<file path="src/hdl/khrq_pkg.sv">
`default_nettype none
package khrq_pkg;

  localparam int TIME_BITS_DEF = 12;

  localparam int CFG_IDX_W  = 3;
  localparam int CFG_DATA_W = 12;
  localparam int POLL_W     = 10;
  localparam int MS_W       = 12;

  typedef enum logic [CFG_IDX_W-1:0] {
    CFG_COMPAT_MODE     = 3'd0,
    CFG_POLL_MS         = 3'd1,
    CFG_REPEAT_DELAY    = 3'd2,
    CFG_REPEAT_INTERVAL = 3'd3,
    CFG_SOUND_LONG      = 3'd4,
    CFG_DISPLAY_LONG    = 3'd5
  } cfg_idx_t;

  localparam logic [POLL_W-1:0] POLL_MS_RST         = POLL_W'(50000 / 1000);
  localparam logic [MS_W-1:0]   REPEAT_DELAY_RST    = MS_W'(400);
  localparam logic [MS_W-1:0]   REPEAT_INTERVAL_RST = MS_W'(120);
  localparam logic [MS_W-1:0]   SOUND_LONG_RST      = MS_W'(900);
  localparam logic [MS_W-1:0]   DISPLAY_LONG_RST    = MS_W'(900);

  // key bit positions in the key vector
  localparam int K_HOME  = 0;
  localparam int K_SOUND = 1;
  localparam int K_DOWN  = 2;
  localparam int K_UP    = 3;
  localparam int K_START = 4;
  localparam int K_LEFT  = 5;
  localparam int NKEYS   = 6;

  localparam logic [7:0] STICK_MID = 8'h80;
  localparam logic [7:0] STICK_MAX = 8'hFF;
  localparam logic [7:0] STICK_MIN = 8'h00;

  typedef struct packed {
    logic home_held;
    logic sound_held;
    logic down_key_held;
    logic up_key_held;
    logic start_held;
    logic left_held;
    logic resync;
  } in_word_t;

  typedef struct packed {
    logic       home_toggle;
    logic [1:0] vol_down_steps;
    logic [1:0] vol_up_steps;
    logic       eq_cycle;
    logic       mute_toggle;
    logic       brightness_cycle;
    logic       stick_active;
    logic [7:0] stick_x;
    logic [7:0] stick_y;
  } out_word_t;

endpackage
`default_nettype wire

</file>
<file path="src/hdl/key_hold_repeat_qualifier_core.sv">
`default_nettype none
// Key hold / auto-repeat qualifier. Each input word is one poll tick with six
// key levels and a resync flag; each tick yields exactly one result word with
// home, volume step, equalizer, mute and brightness commands plus the virtual
// stick position. Throughput is one word per clock while the output is not
// stalled; logic between the input and output registers updates key history,
// repeat waits and hold timers in the same cycle; out_valid is registered from
// the input register. Configuration must be written through the cfg_ port
// only while idle (not enforced by the block) and takes effect on the next tick.
module key_hold_repeat_qualifier_core #(
  parameter int TIME_BITS = khrq_pkg::TIME_BITS_DEF
) (
  input  wire                                  clk,
  input  wire                                  rst_n,
  input  wire                                  in_valid,
  output logic                                 in_stall,
  input  wire khrq_pkg::in_word_t              in_data,
  output logic                                 out_valid,
  input  wire                                  out_stall,
  output khrq_pkg::out_word_t                  out_data,
  input  wire                                  cfg_we,
  input  wire [khrq_pkg::CFG_IDX_W-1:0]        cfg_index,
  input  wire [khrq_pkg::CFG_DATA_W-1:0]       cfg_wdata
);
  import khrq_pkg::*;

  localparam int SW = ((TIME_BITS > POLL_W) ? TIME_BITS : POLL_W) + 1;
  localparam int CW = (TIME_BITS > MS_W) ? TIME_BITS : MS_W;
  localparam logic [TIME_BITS-1:0] TMAX = '1;

  function automatic logic [TIME_BITS-1:0] tadd(input logic [TIME_BITS-1:0] t,
                                                input logic [POLL_W-1:0] p);
    logic [SW-1:0] s;
    s = SW'(t) + SW'(p);
    return (s > SW'(TMAX)) ? TMAX : s[TIME_BITS-1:0];
  endfunction

  // configuration
  logic              compat_r;
  logic [POLL_W-1:0] poll_r;
  logic [MS_W-1:0]   delay_r, interval_r, sound_long_r, display_long_r;

  // pipeline
  logic      in_v_r;
  in_word_t  in_r;
  logic      advance;

  // tick state
  logic [NKEYS-1:0]     prev_keys_r, prev_keys_nxt;
  logic [MS_W-1:0]      wait_r [2];
  logic [MS_W-1:0]      wait_nxt [2];
  logic [TIME_BITS-1:0] snd_t_r, snd_t_nxt, dsp_t_r, dsp_t_nxt;
  logic                 snd_l_r, snd_l_nxt, dsp_l_r, dsp_l_nxt;
  out_word_t            res;

  assign advance  = !out_valid || !out_stall;
  assign in_stall = in_v_r && !advance;

  always_comb begin
    logic [NKEYS-1:0] keys, prev, pressed;
    logic             start, combo, prev_combo;
    logic [MS_W-1:0]  w;
    logic [MS_W:0]    diff;
    logic             rep;
    logic [1:0]       steps [2];
    int               i;

    keys[K_HOME]  = in_r.home_held;
    keys[K_SOUND] = in_r.sound_held;
    keys[K_DOWN]  = in_r.down_key_held;
    keys[K_UP]    = in_r.up_key_held;
    keys[K_START] = in_r.start_held;
    keys[K_LEFT]  = in_r.left_held;

    prev      = in_r.resync ? keys : prev_keys_r;
    snd_t_nxt = in_r.resync ? '0 : snd_t_r;
    snd_l_nxt = in_r.resync ? 1'b0 : snd_l_r;
    dsp_t_nxt = in_r.resync ? '0 : dsp_t_r;
    dsp_l_nxt = in_r.resync ? 1'b0 : dsp_l_r;

    start      = keys[K_START];
    combo      = start && keys[K_LEFT];
    prev_combo = prev[K_START] && prev[K_LEFT];
    pressed    = keys & ~prev;

    res = '0;
    res.stick_x = STICK_MID;
    res.stick_y = STICK_MID;
    if (!start) begin
      if (keys[K_DOWN] && keys[K_UP]) begin
        res.stick_active = 1'b1;
        res.stick_y      = STICK_MIN;
      end else if (keys[K_DOWN]) begin
        res.stick_active = 1'b1;
        res.stick_x      = STICK_MIN;
      end else if (keys[K_UP]) begin
        res.stick_active = 1'b1;
        res.stick_x      = STICK_MAX;
      end
    end

    res.home_toggle = pressed[K_HOME] && !compat_r;

    // lane 0 down, lane 1 up
    for (i = 0; i < 2; i++) begin
      w = in_r.resync ? '0 : wait_r[i];
      if (pressed[K_DOWN + i]) w = delay_r;
      diff = {1'b0, w} - (MS_W+1)'(poll_r);
      rep  = 1'b0;
      if (start && keys[K_DOWN + i]) begin
        if (diff[MS_W] || (diff == '0)) begin
          rep         = 1'b1;
          wait_nxt[i] = interval_r;
        end else begin
          wait_nxt[i] = diff[MS_W-1:0];
        end
      end else begin
        wait_nxt[i] = '0;
      end
      steps[i] = 2'(start && pressed[K_DOWN + i]) + 2'(rep);
    end
    res.vol_down_steps = steps[0];
    res.vol_up_steps   = steps[1];

    if (pressed[K_SOUND]) begin
      snd_t_nxt = '0;
      snd_l_nxt = 1'b0;
    end
    if (combo && !prev_combo) begin
      dsp_t_nxt = '0;
      dsp_l_nxt = 1'b0;
    end

    if (keys[K_SOUND]) begin
      snd_t_nxt = tadd(snd_t_nxt, poll_r);
      if (!snd_l_nxt && (CW'(snd_t_nxt) >= CW'(sound_long_r))) begin
        res.mute_toggle = 1'b1;
        snd_l_nxt       = 1'b1;
      end
    end
    if (prev[K_SOUND] && !keys[K_SOUND]) begin
      res.eq_cycle = !snd_l_nxt;
      snd_t_nxt    = '0;
      snd_l_nxt    = 1'b0;
    end

    if (combo) begin
      dsp_t_nxt = tadd(dsp_t_nxt, poll_r);
      if (CW'(dsp_t_nxt) >= CW'(display_long_r)) dsp_l_nxt = 1'b1;
    end
    if (prev_combo && !combo) begin
      res.brightness_cycle = !dsp_l_nxt;
      dsp_t_nxt            = '0;
      dsp_l_nxt            = 1'b0;
    end

    prev_keys_nxt = keys;
  end

  always_ff @(posedge clk) begin
    if (!rst_n) begin
      compat_r       <= 1'b0;
      poll_r         <= POLL_MS_RST;
      delay_r        <= REPEAT_DELAY_RST;
      interval_r     <= REPEAT_INTERVAL_RST;
      sound_long_r   <= SOUND_LONG_RST;
      display_long_r <= DISPLAY_LONG_RST;
    end else if (cfg_we) begin
      unique case (cfg_index)
        CFG_COMPAT_MODE:     compat_r       <= cfg_wdata[0];
        CFG_POLL_MS:         poll_r         <= cfg_wdata[POLL_W-1:0];
        CFG_REPEAT_DELAY:    delay_r        <= cfg_wdata[MS_W-1:0];
        CFG_REPEAT_INTERVAL: interval_r     <= cfg_wdata[MS_W-1:0];
        CFG_SOUND_LONG:      sound_long_r   <= cfg_wdata[MS_W-1:0];
        CFG_DISPLAY_LONG:    display_long_r <= cfg_wdata[MS_W-1:0];
        default: ;
      endcase
    end
  end

  always_ff @(posedge clk) begin
    if (!rst_n) begin
      in_v_r      <= 1'b0;
      out_valid   <= 1'b0;
      prev_keys_r <= '0;
      wait_r[0]   <= '0;
      wait_r[1]   <= '0;
      snd_t_r     <= '0;
      snd_l_r     <= 1'b0;
      dsp_t_r     <= '0;
      dsp_l_r     <= 1'b0;
    end else begin
      if (in_valid && !in_stall) begin
        in_v_r <= 1'b1;
        in_r   <= in_data;
      end else if (advance) begin
        in_v_r <= 1'b0;
      end
      if (advance) begin
        out_valid <= in_v_r;
        if (in_v_r) begin
          out_data    <= res;
          prev_keys_r <= prev_keys_nxt;
          wait_r[0]   <= wait_nxt[0];
          wait_r[1]   <= wait_nxt[1];
          snd_t_r     <= snd_t_nxt;
          snd_l_r     <= snd_l_nxt;
          dsp_t_r     <= dsp_t_nxt;
          dsp_l_r     <= dsp_l_nxt;
        end
      end
    end
  end

endmodule
`default_nettype wire

</file>
<file path="config.mk">
export PLATFORM = sky130hd
export DESIGN_NAME = key_hold_repeat_qualifier_core
export DESIGN_NICKNAME = d
export VERILOG_FILES = /design/src/hdl/khrq_pkg.sv /design/src/hdl/key_hold_repeat_qualifier_core.sv
export SDC_FILE = /design/constraint.sdc
export NUM_CORES = 1
export LEC_CHECK = 0
export BUFFER_PORTS_ARGS = -buffer_cell sky130_fd_sc_hd__buf_2
export CAP_MARGIN = 20
export CORE_MARGIN = 1
export CORE_UTILIZATION = 42
export DETAILED_ROUTE_END_ITERATION = 12
export GPL_ROUTABILITY_DRIVEN = 1
export PLACE_DENSITY = 0.66
export SYNTH_ARGS = -nofsm -noshare
export SYNTH_HDL_FRONTEND = slang
export SYNTH_SLANG_ARGS = --single-unit
</file>
<file path="constraint.sdc">
create_clock -name clk -period 5.2 [get_ports clk]
set_clock_uncertainty 0.2 [all_clocks]
set_input_delay 0 -clock clk [delete_from_list [all_inputs] [get_ports clk]]
set_output_delay 0 -clock clk [all_outputs]
set_load 0.1 [all_outputs]
</file>
==> summary by stage <==
Status
The flow ran to the end, and the final reports show no timing, DRC or antenna violations.

Worst setup path
Setup slack on the worst reg-to-reg path comes out at 0.28 ns. STA classifies the critical path startpoint as a flop. The capture point of the worst path is dsp_l_r.

The worst register-to-register path has a depth of 22. In this run the critical register-to-register path is captured at dsp_l_r. STA classifies the critical path endpoint as a flop. The reg-to-reg critical path startpoint is in_r[1]. The category of the most critical setup path is reg2reg. The largest driver fanout on the critical path is 6.

Data on the critical path is required at its endpoint by 5.30 ns. The critical path startpoint is in_r[1]. Data arrives at the worst endpoint at 5.03 ns.

Layout
The area added between synthesis and finish is 16.2%. The number of antenna diodes in the final layout is 0. The net count of the finished layout is 1262. Of the cells placed in the final design, the portion with a size suffix greater than 1 is 13.0%. The finished layout holds 1460 standard cells, fillers aside. In the layout the commonest cells are 226 x nand2_1, 93 x dfxtp_1, 60 x o21ai_0.

The finished cells cover 10600 sq um. Leaving out fill and tap cells, the most frequent cell in the layout is nand2_1.

Pwr
The worst supply voltage drop on vdd is 0.229 mV. The leakage power total is 4.21 nW. The power density over cell area is 264 nW/um^2.

Floorplanning
The floorplan has 53 rows. 54 I/O pins were placed. The core outline area is 21200 sq um.

The die covers 22300 sq um. From bottom edge to top edge, the die measures 149 um. Measured along the x axis, the die boundary spans 149 um. The initial utilization of the core area, before any placement, comes to 43.1%.

GRT
Global routing used 41.4% of the available met2 tracks. For this run, global-route usage on met1 was measured as 30.9%. In the global route stage, overall resource usage came out at 24.8%. The number of antenna violations at the first check in global routing is 0. The residual overflow from global routing is 0.

The first global-routing pass estimated 42300 um of wire. Global routing used 3.91% of the available met3 tracks. Entering global routing, the biggest net connects 65 pins. The number of global-route vias before repair is 8033. The most used routing layer is met2.

Synth
The share of the Yosys chip area taken by registers is 34.6%. Yosys mapped a number of flops with a built-in enable equal to 43. Of all flip-flops after synthesis, the portion carrying an async set or reset was 0%.

The synthesized design contains 136 register bits. For this run, the leading register cell type out of synthesis is dfxtp_1. Ranked by total cell area, the synthesized netlist is headed by dfxtp_1 20%, edfxtp_1 14%, nand2_1 9.3%. The gate count of the mapped netlist is 1102. The distinct cell type count of the synthesized netlist is 86. Averaged over all synthesized cells, the footprint is 8.28 sq um. The biggest area contributor in the post-synthesis netlist is dfxtp_1. The proportion of netlist area held by the largest area contributor is 20.4%. The synthesized netlist occupies a cell area of 9120 sq um. The Yosys step of the flow raised 0 warnings.

Timing
Based on the critical path, the design can be clocked at up to 203 MHz. The routed design could run at a clock period as short as 4.92 ns. The number of endpoints with negative hold slack in the final report came to 0. The final critical-path share of the clock period is 94.7%. The actual slew at the worst max-slew pin is 0.963 ns. Summed over all failing endpoints, the final setup total negative slack is 0 ns. The number of setup violations in the final report is 0. The count of final max-slew check failures was 0.

Setup repair after global routing left no endpoint under its margin. Measured against its own limit, the worst slew margin works out to 35.6%.

Drt
The via density per instance is 5.76. Detailed routing inserted a total of 8407 vias. The number of detailed-routing iterations run before antenna repair is 5. The final routed DRC violation total is 0.

After detailed routing, the average wire length per cell comes to 18.3 um. The count of routing violations after the opening detailed-route iteration is 458. The count of nets left with antenna violations once routing finished came out at 0. The total wire length after detailed routing is 26800 um.

Placed design
The number of port buffers is 46. At the end of routability-driven placement, the weighted congestion stood at 0.927. The post-placement cell count is 1398. In this run the cell area measured after placement is 9690 sq um. Once detailed placement completed, the half-perimeter wirelength came to 19400 um.

Clock tree
The clock latency on the worst-skew pair is 0.43 ns. The CTS clock-pin slew for the worst setup and hold paths is 0.06 ns. The maximum level of the CTS H-tree is 4. The maximum number of buffers from clock root to sink is 2. Clock tree synthesis found a total of 136 sinks.

In this run, CTS created clock tree buffers numbering 17. The CTS root buffer is clkbuf_16. The TritonCTS clock tree is yes.

Flow run
The number of maximum-capacitance violations is 0.

Worst hold path
In this run the worst hold path is classified as in2reg.
cell families (layout without fill, tap and decap cells):
kind of cell / count (synthesis) / count (layout) / synth area share (%)
other cells: 1 / 7 / 0.0411
mux: 7 / 7 / 0.768
fa+ha+maj: 64 / 64 / 9.05
flops: 136 / 136 / 34.6
compound gates: 330 / 330 / 26.0
simple gates: 423 / 423 / 21.5
buf+inv: 116 / 193 / 5.71
xor+xnor: 25 / 25 / 2.40
what timing repair did:
item	CTS	global route
hold endpoints to repair	75	0
gates resized for setup	0	4
buffers inserted	0	1
hold buffers	30	0
endpoints found under the setup margin	0	3
worst min path at each step:
stage	from	end	cells past startpoint
floorplan	in_data[0]	in_r[0]	0
global placement	in_data[4]	in_r[4]	1
detailed placement	in_data[4]	in_r[4]	1
CTS	in_data[4]	in_r[4]	2
global route	in_data[4]	in_r[4]	2
finish	in_data[4]	in_r[4]	2
where the power goes:
part | internal (W) | switching, W
clock network | 0.000720 | 0.000478
registers | 0.00113 | 0.0000257
logic | 0.000155 | 0.000287
total | 0.00200 | 0.000790
synthesized netlist by cell type, types with 9 or more instances:
cell type	count
nand3_1	20
clkbuf_1	46
xnor2_1	18
inv_1	47
buf_4	13
and2_1	22
o21ai_0	60
a211oi_1	17
a32o_1	17
ha_1	58
nor3_1	28
nor2_1	47
a21boi_0	40
o211ai_1	27
nor2b_1	9
nand2_1	226
a21oi_1	44
and3_1	10
nand2b_1	12
o21a_1	12
dfxtp_1	93
edfxtp_1	43
a21o_1	14
flip-flops by register name, summed over array words and instances, names as in the netlist, 7 cells and up:
signal          cells
wait_r             24
delay_r            12
display_long_r     12
dsp_t_r            12
interval_r         12
out_data           12
snd_t_r            12
sound_long_r       12
poll_r             10
in_r                7
critical path, stage by stage (launching register included):
cell	delay, ns
edfxtp_1	0.36
and2_4	0.17
a21oi_4	0.06
and2_1	0.17
ha_2	0.18
fa_2	0.40
maj3_2	0.35
a211o_1	0.30
o2bb2ai_1	0.14
o21ba_2	0.27
o22ai_1	0.10
o211a_1	0.28
or2_2	0.33
a21oi_1	0.13
ha_1	0.24
nand2b_1	0.14
a21o_1	0.17
a21o_1	0.17
a21oi_1	0.13
o21a_1	0.11
o21ai_0	0.09
a211oi_1	0.20
o21ai_0	0.11
per-layer routing:
layer	vias up	routed length, um
li1	4138	-
met1	3928	11400
met2	278	12800
met3	63	1420
met4	0	1120
met5	-	0
final cells by class:
class                   instances  area (sq um)
flip-flops and latches        136          3150
clock inverters                 9          56.3
repair buffers                114           820
multi-input cells             856          5520
inverters                      48           180
clock buffers                  22           529
well taps                     275           344
fillers                      1981         10600
per-stage QoR:
| step | hold WS [ns] | util, % | total power (W) | setup WS (ns) |
|---|---|---|---|---|
| final | 0.0940 | 50.1 | 0.00279 | 0.278 |
| after detailed placement | -0.0216 | 45.8 | 0.00159 | 0.179 |
| after global placement | -0.0193 | 45.8 | 0.00159 | 0.217 |
| after global routing | 0.101 | 50.1 | 0.00290 | 0.00277 |
| after CTS | 0.0799 | 50.0 | 0.00280 | 0.164 |
| after floorplan | -0.101 | - | 0.00148 | 0.00269 |
(Power assumes the default switching activity.)
